===== src/hw/rtl/irpd_pkg.sv =====
// ---------------------------------------------------------------------------
// irpd_pkg
// Shared types and constants of the IR remote pulse decoder.
// ---------------------------------------------------------------------------
package irpd_pkg;

	localparam int unsigned DUR_W      = 15;
	localparam int unsigned CFG_W      = 15;
	localparam int unsigned TIME_W     = 16;
	localparam int unsigned BITS_W     = 6;
	localparam int unsigned WORD_W     = 32;
	localparam int unsigned BYTE_W     = 8;
	localparam int unsigned FRAME_BITS = 32;
	localparam int unsigned APB_AW     = 5;
	localparam int unsigned APB_DW     = 32;

	localparam int unsigned QUEUE_DEPTH_DEF = 2;

	localparam logic [TIME_W-1:0] TICK_LIMIT  = 16'd30000;
	localparam logic [TIME_W-1:0] LONG_MIN_US = 16'd1200;
	localparam logic [TIME_W-1:0] LONG_MAX_US = 16'd2000;

	localparam logic [CFG_W-1:0] LEAD_MIN_RST   = 15'd8200;
	localparam logic [CFG_W-1:0] LEAD_MAX_RST   = 15'd9500;
	localparam logic [CFG_W-1:0] SPACE_MIN_RST  = 15'd4200;
	localparam logic [CFG_W-1:0] SPACE_MAX_RST  = 15'd4600;
	localparam logic [CFG_W-1:0] REP_MIN_RST    = 15'd2100;
	localparam logic [CFG_W-1:0] REP_MAX_RST    = 15'd2500;
	localparam logic [CFG_W-1:0] SHORT_MIN_RST  = 15'd450;
	localparam logic [CFG_W-1:0] SHORT_MAX_RST  = 15'd600;

	typedef enum logic [2:0] {
		REG_LEAD_MIN  = 3'd0,
		REG_LEAD_MAX  = 3'd1,
		REG_SPACE_MIN = 3'd2,
		REG_SPACE_MAX = 3'd3,
		REG_REP_MIN   = 3'd4,
		REG_REP_MAX   = 3'd5,
		REG_SHORT_MIN = 3'd6,
		REG_SHORT_MAX = 3'd7
	} reg_idx_t;

	typedef enum logic [4:0] {
		PH_IDLE  = 5'b00001,
		PH_LEAD  = 5'b00010,
		PH_SPACE = 5'b00100,
		PH_MARK  = 5'b01000,
		PH_BIT   = 5'b10000
	} phase_t;

	// classified edge word handed from front to back
	typedef struct packed {
		logic clear;
		logic zero;
		logic lead_ok;
		logic space_ok;
		logic rep_ok;
		logic short_ok;
		logic long_ok;
	} cls_t;

endpackage


===== src/hw/rtl/irpd_if.sv =====
// ---------------------------------------------------------------------------
// irpd_if
// Valid/ready channels of the IR remote pulse decoder.
// ---------------------------------------------------------------------------
interface irpd_in_if;
	import irpd_pkg::*;

	logic              valid;
	logic              ready;
	logic              req_type;
	logic [DUR_W-1:0]  duration;

	modport source(output valid, req_type, duration, input ready);
	modport sink(input valid, req_type, duration, output ready);
endinterface

interface irpd_out_if;
	import irpd_pkg::*;

	logic              valid;
	logic              ready;
	logic              frame_complete;
	logic              repeat_seen;
	logic [BYTE_W-1:0] address;
	logic [BYTE_W-1:0] command;
	logic              receiving;

	modport source(output valid, frame_complete, repeat_seen, address, command, receiving,
		input ready);
	modport sink(input valid, frame_complete, repeat_seen, address, command, receiving,
		output ready);
endinterface


===== src/hw/rtl/irpd_front.sv =====
// ---------------------------------------------------------------------------
// irpd_front
// Register file and edge classifier: saturates the width and checks it
// against every window.
// ---------------------------------------------------------------------------
module irpd_front (
	input  logic                        clk,
	input  logic                        arst_n,
	input  logic                        psel,
	input  logic                        penable,
	input  logic                        pwrite,
	input  logic [irpd_pkg::APB_AW-1:0] paddr,
	input  logic [irpd_pkg::APB_DW-1:0] pwdata,
	output logic [irpd_pkg::APB_DW-1:0] prdata,
	output logic                        pready,
	irpd_in_if.sink                     evt,
	input  logic                        q_full,
	output logic                        push,
	output irpd_pkg::cls_t              push_word
);
	import irpd_pkg::*;

	logic [CFG_W-1:0]  lead_min_q, lead_max_q, space_min_q, space_max_q;
	logic [CFG_W-1:0]  rep_min_q, rep_max_q, short_min_q, short_max_q;
	logic              wr_en;
	reg_idx_t          idx;
	logic [CFG_W-1:0]  rd_val;
	logic [TIME_W-1:0] dur_ext, w;

	function automatic logic in_win(input logic [TIME_W-1:0] v,
		input logic [TIME_W-1:0] lo, input logic [TIME_W-1:0] hi);
		return (v >= lo) && (v < hi);
	endfunction

	assign pready = 1'b1;
	assign wr_en  = psel && penable && pwrite;
	assign idx    = reg_idx_t'(paddr[4:2]);

	always_ff @(posedge clk or negedge arst_n) begin
		if (!arst_n) begin
			lead_min_q  <= LEAD_MIN_RST;
			lead_max_q  <= LEAD_MAX_RST;
			space_min_q <= SPACE_MIN_RST;
			space_max_q <= SPACE_MAX_RST;
			rep_min_q   <= REP_MIN_RST;
			rep_max_q   <= REP_MAX_RST;
			short_min_q <= SHORT_MIN_RST;
			short_max_q <= SHORT_MAX_RST;
		end else if (wr_en) begin
			unique case (idx)
				REG_LEAD_MIN:  lead_min_q  <= pwdata[CFG_W-1:0];
				REG_LEAD_MAX:  lead_max_q  <= pwdata[CFG_W-1:0];
				REG_SPACE_MIN: space_min_q <= pwdata[CFG_W-1:0];
				REG_SPACE_MAX: space_max_q <= pwdata[CFG_W-1:0];
				REG_REP_MIN:   rep_min_q   <= pwdata[CFG_W-1:0];
				REG_REP_MAX:   rep_max_q   <= pwdata[CFG_W-1:0];
				REG_SHORT_MIN: short_min_q <= pwdata[CFG_W-1:0];
				REG_SHORT_MAX: short_max_q <= pwdata[CFG_W-1:0];
				default: ;
			endcase
		end
	end

	always_comb begin
		unique case (idx)
			REG_LEAD_MIN:  rd_val = lead_min_q;
			REG_LEAD_MAX:  rd_val = lead_max_q;
			REG_SPACE_MIN: rd_val = space_min_q;
			REG_SPACE_MAX: rd_val = space_max_q;
			REG_REP_MIN:   rd_val = rep_min_q;
			REG_REP_MAX:   rd_val = rep_max_q;
			REG_SHORT_MIN: rd_val = short_min_q;
			REG_SHORT_MAX: rd_val = short_max_q;
			default:       rd_val = '0;
		endcase
	end

	assign prdata = {{(APB_DW-CFG_W){1'b0}}, rd_val};

	// classification
	assign dur_ext = {{(TIME_W-DUR_W){1'b0}}, evt.duration};
	assign w       = (dur_ext > TICK_LIMIT) ? TICK_LIMIT : dur_ext;

	assign evt.ready = !q_full;
	assign push      = evt.valid && !q_full;

	always_comb begin
		push_word.clear    = evt.req_type;
		push_word.zero     = (w == '0);
		push_word.lead_ok  = in_win(w, {1'b0, lead_min_q}, {1'b0, lead_max_q});
		push_word.space_ok = in_win(w, {1'b0, space_min_q}, {1'b0, space_max_q});
		push_word.rep_ok   = in_win(w, {1'b0, rep_min_q}, {1'b0, rep_max_q});
		push_word.short_ok = in_win(w, {1'b0, short_min_q}, {1'b0, short_max_q});
		push_word.long_ok  = in_win(w, LONG_MIN_US, LONG_MAX_US);
	end

endmodule


===== src/hw/rtl/irpd_queue.sv =====
// ---------------------------------------------------------------------------
// irpd_queue
// Short FIFO of classified edge words between front and back.
// ---------------------------------------------------------------------------
module irpd_queue #(
	parameter int unsigned DEPTH = irpd_pkg::QUEUE_DEPTH_DEF
) (
	input  logic           clk,
	input  logic           arst_n,
	input  logic           push,
	input  irpd_pkg::cls_t push_word,
	output logic           full,
	input  logic           pop,
	output logic           not_empty,
	output irpd_pkg::cls_t head
);
	import irpd_pkg::*;

	localparam int unsigned PW = (DEPTH > 1) ? $clog2(DEPTH) : 1;
	localparam int unsigned CW = $clog2(DEPTH + 1);

	cls_t          mem_q [DEPTH];
	logic [PW-1:0] wp_q, rp_q;
	logic [CW-1:0] cnt_q;

	function automatic logic [PW-1:0] nxt(input logic [PW-1:0] p);
		return (p == PW'(DEPTH - 1)) ? '0 : p + 1'b1;
	endfunction

	assign full      = (cnt_q == CW'(DEPTH));
	assign not_empty = (cnt_q != '0);
	assign head      = mem_q[rp_q];

	always_ff @(posedge clk) begin
		if (push) begin
			mem_q[wp_q] <= push_word;
		end
	end

	always_ff @(posedge clk or negedge arst_n) begin
		if (!arst_n) begin
			wp_q  <= '0;
			rp_q  <= '0;
			cnt_q <= '0;
		end else begin
			if (push) begin
				wp_q <= nxt(wp_q);
			end
			if (pop) begin
				rp_q <= nxt(rp_q);
			end
			if (push && !pop) begin
				cnt_q <= cnt_q + 1'b1;
			end else if (pop && !push) begin
				cnt_q <= cnt_q - 1'b1;
			end
		end
	end

endmodule


===== src/hw/rtl/irpd_back.sv =====
// ---------------------------------------------------------------------------
// irpd_back
// Frame sequencer: walks lead, space, marks and bit spaces, keeps the frame
// and the flags, and holds the result word in an output register.
// ---------------------------------------------------------------------------
module irpd_back (
	input  logic           clk,
	input  logic           arst_n,
	input  logic           q_valid,
	input  irpd_pkg::cls_t head,
	output logic           pop,
	irpd_out_if.source     res
);
	import irpd_pkg::*;

	phase_t              ph_q, ph_d;
	logic [BITS_W-1:0]   bits_q, bits_d;
	logic [WORD_W-1:0]   shift_q, shift_d;
	logic [WORD_W-1:0]   frame_q, frame_d;
	logic                rep_q, rep_d;
	logic                cmpl_q, cmpl_d;
	logic                active;
	logic                ov_q;
	logic                o_cmpl_q, o_rep_q, o_recv_q;
	logic [BYTE_W-1:0]   o_addr_q, o_cmd_q;

	assign pop    = q_valid && (!ov_q || res.ready);
	assign active = (ph_q == PH_LEAD) || (ph_q == PH_SPACE) ||
		(ph_q == PH_MARK) || (ph_q == PH_BIT);

	always_comb begin
		ph_d    = ph_q;
		bits_d  = bits_q;
		shift_d = shift_q;
		frame_d = frame_q;
		rep_d   = rep_q;
		cmpl_d  = cmpl_q;
		if (head.clear) begin
			rep_d  = 1'b0;
			cmpl_d = 1'b0;
		end else if (!active || !head.zero) begin
			unique case (ph_q)
				PH_LEAD: begin
					if (head.lead_ok) begin
						ph_d = PH_SPACE;
					end else begin
						ph_d   = PH_IDLE;
						bits_d = '0;
					end
				end
				PH_SPACE: begin
					if (head.space_ok) begin
						ph_d = PH_MARK;
					end else if (head.rep_ok) begin
						rep_d = 1'b1;
						ph_d  = PH_MARK;
					end else begin
						ph_d   = PH_IDLE;
						bits_d = '0;
					end
				end
				PH_MARK: begin
					if (!head.short_ok) begin
						ph_d   = PH_IDLE;
						bits_d = '0;
					end else if (bits_q < BITS_W'(FRAME_BITS) && !rep_q) begin
						ph_d = PH_BIT;
					end else begin
						if (rep_q) begin
							cmpl_d = 1'b1;
						end else begin
							frame_d = shift_q;
							if (shift_q[7:0] == ~shift_q[15:8] &&
								shift_q[23:16] == ~shift_q[31:24]) begin
								cmpl_d = 1'b1;
							end
						end
						ph_d   = PH_IDLE;
						bits_d = '0;
					end
				end
				PH_BIT: begin
					if (head.short_ok || head.long_ok) begin
						shift_d[bits_q[4:0]] = !head.short_ok;
						bits_d = bits_q + 1'b1;
						ph_d   = PH_MARK;
					end else begin
						ph_d   = PH_IDLE;
						bits_d = '0;
					end
				end
				default: begin
					bits_d = '0;
					ph_d   = PH_LEAD;
				end
			endcase
		end
	end

	always_ff @(posedge clk or negedge arst_n) begin
		if (!arst_n) begin
			ph_q    <= PH_IDLE;
			bits_q  <= '0;
			shift_q <= '0;
			frame_q <= '0;
			rep_q   <= 1'b0;
			cmpl_q  <= 1'b0;
			ov_q    <= 1'b0;
		end else begin
			if (pop) begin
				ph_q    <= ph_d;
				bits_q  <= bits_d;
				shift_q <= shift_d;
				frame_q <= frame_d;
				rep_q   <= rep_d;
				cmpl_q  <= cmpl_d;
				ov_q    <= 1'b1;
			end else if (res.ready) begin
				ov_q <= 1'b0;
			end
		end
	end

	always_ff @(posedge clk) begin
		if (pop) begin
			o_cmpl_q <= cmpl_d;
			o_rep_q  <= rep_d;
			o_addr_q <= frame_d[7:0];
			o_cmd_q  <= frame_d[23:16];
			o_recv_q <= (ph_d != PH_IDLE);
		end
	end

	assign res.valid          = ov_q;
	assign res.frame_complete = o_cmpl_q;
	assign res.repeat_seen    = o_rep_q;
	assign res.address        = o_addr_q;
	assign res.command        = o_cmd_q;
	assign res.receiving      = o_recv_q;

endmodule


===== src/hw/rtl/ir_remote_pulse_decoder_core.sv =====
// ---------------------------------------------------------------------------
// ir_remote_pulse_decoder_core
// NEC-style IR frame decoder driven by edge-width words.
//
//   channel  dir  payload                                          handshake
//   evt      in   req_type, duration                               valid/ready
//   res      out  frame_complete, repeat_seen, address, command,   valid/ready
//                 receiving
//   apb      in   8 x 15-bit window registers at 4*i               psel/penable
//
// One word per cycle sustained while res.ready holds; a word is classified and
// written to the queue at the edge that takes it, and the sequencer step pops
// it into the output register, so the result reaches res through the queue and
// the output register. Throughput is set by the sequencer step in the back end.
// While a result waits on res.ready the queue fills to QUEUE_DEPTH words (two by
// default), then evt.ready drops.
// Asynchronous active-low reset clears the phase, frame and flags; registers
// return to their default windows.
// ---------------------------------------------------------------------------
module ir_remote_pulse_decoder_core #(
	parameter int unsigned QUEUE_DEPTH = irpd_pkg::QUEUE_DEPTH_DEF
) (
	input  logic                        clk,
	input  logic                        arst_n,
	input  logic                        psel,
	input  logic                        penable,
	input  logic                        pwrite,
	input  logic [irpd_pkg::APB_AW-1:0] paddr,
	input  logic [irpd_pkg::APB_DW-1:0] pwdata,
	output logic [irpd_pkg::APB_DW-1:0] prdata,
	output logic                        pready,
	irpd_in_if.sink                     evt,
	irpd_out_if.source                  res
);
	import irpd_pkg::*;

	logic q_full, push, pop, q_valid;
	cls_t push_word, head;

	irpd_front u_front (
		.clk       (clk),
		.arst_n    (arst_n),
		.psel      (psel),
		.penable   (penable),
		.pwrite    (pwrite),
		.paddr     (paddr),
		.pwdata    (pwdata),
		.prdata    (prdata),
		.pready    (pready),
		.evt       (evt),
		.q_full    (q_full),
		.push      (push),
		.push_word (push_word)
	);

	irpd_queue #(
		.DEPTH (QUEUE_DEPTH)
	) u_queue (
		.clk       (clk),
		.arst_n    (arst_n),
		.push      (push),
		.push_word (push_word),
		.full      (q_full),
		.pop       (pop),
		.not_empty (q_valid),
		.head      (head)
	);

	irpd_back u_back (
		.clk     (clk),
		.arst_n  (arst_n),
		.q_valid (q_valid),
		.head    (head),
		.pop     (pop),
		.res     (res)
	);

endmodule


===== src/flat_wrapper.sv =====
// flat-port wrapper written by rule: the top's interface ports become plain ports
module ir_remote_pulse_decoder_core_flat import irpd_pkg::*;
#(
	parameter int unsigned QUEUE_DEPTH = irpd_pkg::QUEUE_DEPTH_DEF
)
  (clk, arst_n, psel, penable, pwrite, paddr, pwdata, prdata, pready, evt_valid, evt_req_type, evt_duration, evt_ready, res_valid, res_frame_complete, res_repeat_seen, res_address, res_command, res_receiving, res_ready);
  irpd_in_if evt_i ();
  irpd_out_if res_i ();
  input  logic clk;
  input  logic arst_n;
  input  logic psel;
  input  logic penable;
  input  logic pwrite;
  input  logic [irpd_pkg::APB_AW-1:0] paddr;
  input  logic [irpd_pkg::APB_DW-1:0] pwdata;
  output logic [irpd_pkg::APB_DW-1:0] prdata;
  output logic pready;
  input wire logic [$bits(evt_i.valid)-1:0] evt_valid;
  input wire logic [$bits(evt_i.req_type)-1:0] evt_req_type;
  input wire logic [$bits(evt_i.duration)-1:0] evt_duration;
  output wire logic [$bits(evt_i.ready)-1:0] evt_ready;
  output wire logic [$bits(res_i.valid)-1:0] res_valid;
  output wire logic [$bits(res_i.frame_complete)-1:0] res_frame_complete;
  output wire logic [$bits(res_i.repeat_seen)-1:0] res_repeat_seen;
  output wire logic [$bits(res_i.address)-1:0] res_address;
  output wire logic [$bits(res_i.command)-1:0] res_command;
  output wire logic [$bits(res_i.receiving)-1:0] res_receiving;
  input wire logic [$bits(res_i.ready)-1:0] res_ready;
  assign evt_i.valid = evt_valid;
  assign evt_i.req_type = evt_req_type;
  assign evt_i.duration = evt_duration;
  assign evt_ready = evt_i.ready;
  assign res_valid = res_i.valid;
  assign res_frame_complete = res_i.frame_complete;
  assign res_repeat_seen = res_i.repeat_seen;
  assign res_address = res_i.address;
  assign res_command = res_i.command;
  assign res_receiving = res_i.receiving;
  assign res_i.ready = res_ready;
  ir_remote_pulse_decoder_core #(.QUEUE_DEPTH(QUEUE_DEPTH)) u_core (.clk(clk), .arst_n(arst_n), .psel(psel), .penable(penable), .pwrite(pwrite), .paddr(paddr), .pwdata(pwdata), .prdata(prdata), .pready(pready), .evt(evt_i), .res(res_i));
endmodule

===== config.mk =====
export PLATFORM = sky130hd
export DESIGN_NAME = ir_remote_pulse_decoder_core_flat
export DESIGN_NICKNAME = d
export VERILOG_FILES = /design/src/hw/rtl/irpd_pkg.sv /design/src/hw/rtl/irpd_if.sv /design/src/hw/rtl/irpd_front.sv /design/src/hw/rtl/irpd_queue.sv /design/src/hw/rtl/irpd_back.sv /design/src/hw/rtl/ir_remote_pulse_decoder_core.sv /design/src/flat_wrapper.sv
export SDC_FILE = /design/constraint.sdc
export NUM_CORES = 1
export LEC_CHECK = 0
export ABC_AREA = 1
export BUFFER_PORTS_ARGS = -buffer_cell sky130_fd_sc_hd__buf_2
export CORE_MARGIN = 2
export CORE_UTILIZATION = 45
export CTS_CLUSTER_DIAMETER = 120
export CTS_CLUSTER_SIZE = 25
export DETAILED_ROUTE_END_ITERATION = 7
export GPL_TIMING_DRIVEN = 0
export PLACE_DENSITY = 0.66
export SLEW_MARGIN = 40
export SYNTH_ARGS = -nofsm -noshare
export SYNTH_HDL_FRONTEND = slang
export SYNTH_SLANG_ARGS = --single-unit

===== constraint.sdc =====
create_clock -name clk -period 3.2 [get_ports clk]
set_clock_uncertainty 0.15 [all_clocks]
set_input_delay 0.64 -clock clk [delete_from_list [all_inputs] [get_ports clk]]
set_output_delay 0.64 -clock clk [all_outputs]
set_load 0.02 [all_outputs]

# After elaboration in Yosys (flattened, before gate mapping)
# Memory sizes are Yosys's and may differ from the RTL's.
# Index checks and enable logic that the tools add are counted.
[classes]
n_addsub = 5
mul = 0
div_mod_pow = 0
order_cmp = 14
n_eq_ne = 19
n_shift = 0
mux = 47
n_bitwise = 5
n_reduce_logical = 44
[op_table]
columns = ["operator", "n"]
rows = [
  ["$mux 24", 6],
  ["$pmux 15 s8", 1],
  ["$ge 15x15->1", 4],
  ["$lt 15x15->1", 4],
  ["$mux 6", 6],
  ["$bwmux 32", 1],
  ["$pmux 6 s4", 1],
  ["$mux 5", 4],
  ["$pmux 5 s4", 1],
  ["$mux 1", 19],
  ["$eq 8x8->1", 2],
  ["$logic_not 16->1", 1],
  ["$not 8->8", 2],
  ["$reduce_and 2->1", 8],
  ["$ge 15x11->1 const B", 1],
  ["$gt 15x15->1 const B", 1],
  ["$lt 15x11->1 const B", 1],
  ["$mux 15", 1],
  ["$logic_and 1x1->1", 14],
  ["$reduce_and 7->1", 2],
  ["$eq 3x3->1 const B", 4],
  ["$mux 4", 3],
  ["$logic_not 1->1", 8],
  ["$add 6x1->6 const B", 1],
  ["24 further kinds", 38],
]
[word_totals]
reg_bits = 213
latch_bits = 0
ram_bits = 14
rom_bits = 0
inputBits = 60
output_inout_bits = 54
wordCells = 159
n_memories = 1
[mem_list]
columns = ["name", "words", "width", "rd", "rd_clocked_by_memory_dff", "write_ports", "line", "source"]
rows = [
  ["u_core.u_queue.mem_q", 2, 7, 1, 0, 1, "irpd_queue.sv:22", "cls_t mem_q [DEPTH];"],
]

# Logic depth before layout (Yosys ltp)
[logic_depth]
depth_word = 10
depth_mapped = 19
mapped_depth_nobuf = 18

# Cells and area by module
# Synthesis repeated with hierarchy kept, for this count alone.
[unflattened]
cells_unflattened = 1662
area_unflattened_um2 = 13482.9
[by_module_without_submodules]
columns = ["module", "n_inst", "cells_each", "area_per_inst_um2", "seq_area_each_um2"]
rows = [
  ["irpd_front", 1, 1066, 8355.5, 3047.9],
  ["irpd_back", 1, 549, 4384.2, 2123.3],
  ["irpd_queue", 1, 47, 743.2, 520.5],
]

# Least setup slack after synthesis
# No wires, ideal clock.
[synth_timing]
path_kind = "in2reg"
from = "input port evt_duration[9]"
to = "memory u_core.u_queue.mem_q[0][2] in the netlist's numbering, data pin"
setup_time_ns = 0.263
arrival_ns = 2.489
required_ns = 2.787
slack_ns = 0.298
cell_stages = 17
path_buffers = 1
cell_sequence = "nor2_1 nand2_1 nor2_1 nand2_1 nand3_1 buf_2 inv_1 nor2_1 ha_1 a21oi_1 o21ai_0 nand4_1 nand3_1 o21ai_0 nand2_1 nand2_1 a21oi_1"
[synth_lines]
columns = ["item", "line", "source"]
rows = [
  ["start, declared", "flat_wrapper.sv:20", "input wire logic [$bits(evt_i.duration)-1:0] evt_duration;"],
  ["end, declared", "irpd_queue.sv:22", ""],
]

# Final worst setup path
[layout_timing]
from = "input port paddr[3] in the netlist's numbering"
to = "output port prdata[7] in the netlist's numbering"
[layout_between]
elab_chain_cells = 2
elab_cells_between_ends = 9
classes_between = "7 x eq/ne; 1 x mux; 1 x reduce/logical"
[layout_lines]
columns = ["item", "line", "source"]
rows = [
  ["start, declared", "flat_wrapper.sv:14", "input logic [irpd_pkg::APB_AW-1:0] paddr;"],
  ["$eq 3x3->1 (tied with other cells)", "irpd_front.sv:65", "unique case (idx)"],
  ["$pmux 15 s8 *", "irpd_front.sv:65", ""],
  ["end, declared", "flat_wrapper.sv:16", "output logic [irpd_pkg::APB_DW-1:0] prdata;"],
]
# Every way passes the cells marked *; elsewhere a longest branch is shown, timed or not.

==> impl_metrics.toml <==
[place]
dp_hpwl_um = 26790
routabilityCongestion = 0.9013
io_buffer_count = 75

[synth]
yosysUniqueCellTypes = 48
synthTopCellsByArea = "dfrtp_1 (28%), ha_1 (12%), nand2_1 (9.6%), edfxtp_1 (7.5%), dfstp_2 (7.4%)"
synth-seq-cells = 219
seq_area_frac_synth_pct = 43.29
syn_area_mm2 = 0.01315
ys.flop_type = "dfrtp_1"
syn_avg_cell_area_um2 = 8.217
ys.warnings.count = 0
synthCells = 1600
synth_edf_count = 33
synth_area_leader_cell = "dfrtp_1"
synthArstFlopShare_pct = 84.93
synth_top_area_share_pct = 28.36

[drt]
drc = 0
avgViaCountPerCell = 5.310
firstDrtPassIters = 5
wl_per_cell_um = 16.34
vias = 11160
first_iter_violations = 848
routed_wirelength_um = 34350
ant_nets = 0

[min_path]
hold-path-cell-count = 1
hold_class = "input pin to flop"
hold_path_end = "u_core.u_queue.mem_q[1][6]"
holdCritStartpoint = "evt_req_type"

[sta]
fmax_mhz = 315.0
slew_violations = 0
setup_tns_ns = 0
finalCriticalPeriod_ns = 3.174
slew_headroom_pct = 53.11
tightest_slew_ns = 0.7034
grt_setup_unrepaired = "false"
min_period_over_period_pct = 99.20
hold_violations = 0
setup_viol = 0
hold_ws_ns = 0.1963

[floorplan]
num_rows = 62
die_width_um = 174.9
dieArea_mm2 = 0.03060
core_mm2 = 0.02870
start_util_pct = 45.81
die_h_um = 174.9
ios = 114

[global_routing]
grt_overflow = 0
grt_max_degree = 68
antenna_found_initial = 0
first_global_vias = 10560
grt_pass1_wl_um = 55210
grt_use_total_pct = 22.66

[critical_path]
startpoint = "paddr[3]"
end_kind = "output port"
required_ns = 2.41
rr_worst_depth = 9
path_max_fanout = 10
regToRegEndpoint = "u_core.u_queue.cnt_q[1]"
path_class = "input pin to output port"
critPathLaunchType = "input pin"
r2r_slack_ns = 0.48
arrival_ns = 2.38
timing.rr.start = "u_core.u_back.res.valid"

[clock_tree]
clk_pin_slew_ns = 0.10
clk_latency_ns = 0.49
root_buffer = "clkbuf_16"
cts_tree = "done"
h-tree-depth = 1
cts_buffers = 12
cts.sinks = 219
cts.path.max_buffers = 3

[power_and_ir_drop]
power_uw = 8615
p_leak_uw = 0.007014
powerDensity_mw_per_mm2 = 587.8
vdd_drop_max_mv = 0.3915

[cells_and_area]
nets = 1894
area_growth_pct = 11.47
antenna_cells = 0
fin_util_pct = 51.06
layout_commonest_cell = "nand2_1"
final_cell_mix = "nand2_1 (336), inv_1 (248), o21ai_0 (184)"
drive_above_1_share_pct = 12.92

[outcome]
status = "finished, final reports clean"

[run]
maxCapViolCount = 0
-- cell families after synthesis --
| logic type | Yosys count | share of synthesized area [%] |
|---|---|---|
| AOI/OAI and AO/OA | 386 | 16.23 |
| xor gates and xnor gates | 12 | 0.7995 |
| adders and majority gates | 121 | 11.52 |
| buffers and inverters | 325 | 10.09 |
| DFF | 219 | 43.29 |
| other | 2 | 0.05712 |
| and+or+nand+nor | 535 | 18.02 |
-- state kept, by name, summed over array words and instances (netlist names), 2 cells and up --
name	flops
u_core.u_back.ph_q	5
u_core.u_back.shift_q	32
u_core.u_front.space_max_q	15
u_core.u_back.res.command	8
u_core.u_front.short_max_q	15
u_core.u_back.bits_q	6
u_core.u_front.rep_max_q	15
u_core.u_back.frame_q	16
u_core.u_back.res.address	8
u_core.u_front.lead_max_q	15
u_core.u_front.lead_min_q	15
u_core.u_queue.cnt_q	2
u_core.u_queue.mem_q	14
u_core.u_front.space_min_q	15
u_core.u_front.rep_min_q	15
u_core.u_front.short_min_q	15
-- cell usage after synthesis (3+ instances only) --
library cell	n
inv_1	250
nor3_2	25
buf_2	6
ha_1	121
o21a_1	19
o22ai_1	45
nor2_1	73
dfrtp_1	149
buf_4	18
buf_6	4
edfxtp_1	33
nand2_1	336
nand4_1	25
a21oi_1	81
clkbuf_1	42
a211oi_1	8
nor3_1	19
o211ai_1	16
dfstp_2	37
nand3_1	42
xnor2_1	3
xor2_1	9
o21ai_0	185
o21ai_1	21
-- worst max-delay path by stage --
stage	to	cells past startpoint
3_5_place_dp	u_core.u_queue.mem_q[0][2]	17
3_3_place_gp	u_core.u_back.shift_q[6]	1
5_1_grt	prdata[12]	7
2_1_floorplan	u_core.u_queue.mem_q[0][2]	17
6_report	prdata[7]	8
4_1_cts	u_core.u_queue.mem_q[0][2]	17
-- through the flow --
stage               std cells  instance area [um2]  worst slack [ns]
finish                   2102                14660           0.02554
global route             2102                14660          0.004905
CTS                      2097                14560          0.006554
detailed placement       2077                14130           -0.9353
global placement         2075                14060            -1.863
floorplan                1616                13210            0.2983
-- report_power, final --
part	internal (uW)	switching [uW]	leakage (uW)
clock	760	936	0.000170
combinational	1030	2090	0.00428
sequential	3540	261	0.00256
-- final cells by class --
type | count | area (um2)
buffer | 70 | 381.6
clock buffer | 18 | 344.1
clock inverter | 1 | 8.758
fill | 2726 | 14050
inverter | 253 | 953.4
multi-input combinational | 1072 | 6280
sequential | 219 | 5692
tap | 384 | 480.5
timing repair buffer | 85 | 515.5
-- per-layer routing --
| metal | GRT usage, % | wire length (um) | up-vias |
|---|---|---|---|
| met5 | 0 | 0 | - |
| met4 | 6.944 | 941 | 0 |
| met3 | 2.698 | 2067 | 46 |
| met2 | 35.80 | 15470 | 284 |
| met1 | 32.67 | 15870 | 5337 |
| li1 | - | - | 5494 |
-- worst max-delay path, stage by stage --
cell	delay, ns
buf_2	0.14
inv_1	0.18
nand3_2	0.24
clkbuf_2	0.30
o22ai_1	0.33
nor2_1	0.13
o211ai_1	0.18
buf_2	0.23
-- repair_timing --
action / in CTS / in global routing
endpoints found under the hold margin: 42 / 0
gates resized for setup: 18 / 14
hold buffers: 1 / 0
buffers inserted: 0 / 7
setup endpoints to repair: 20 / 18
gates cloned: 0 / 0
pin swaps: 0 / 3
Power figures use the tool's default switching activity.
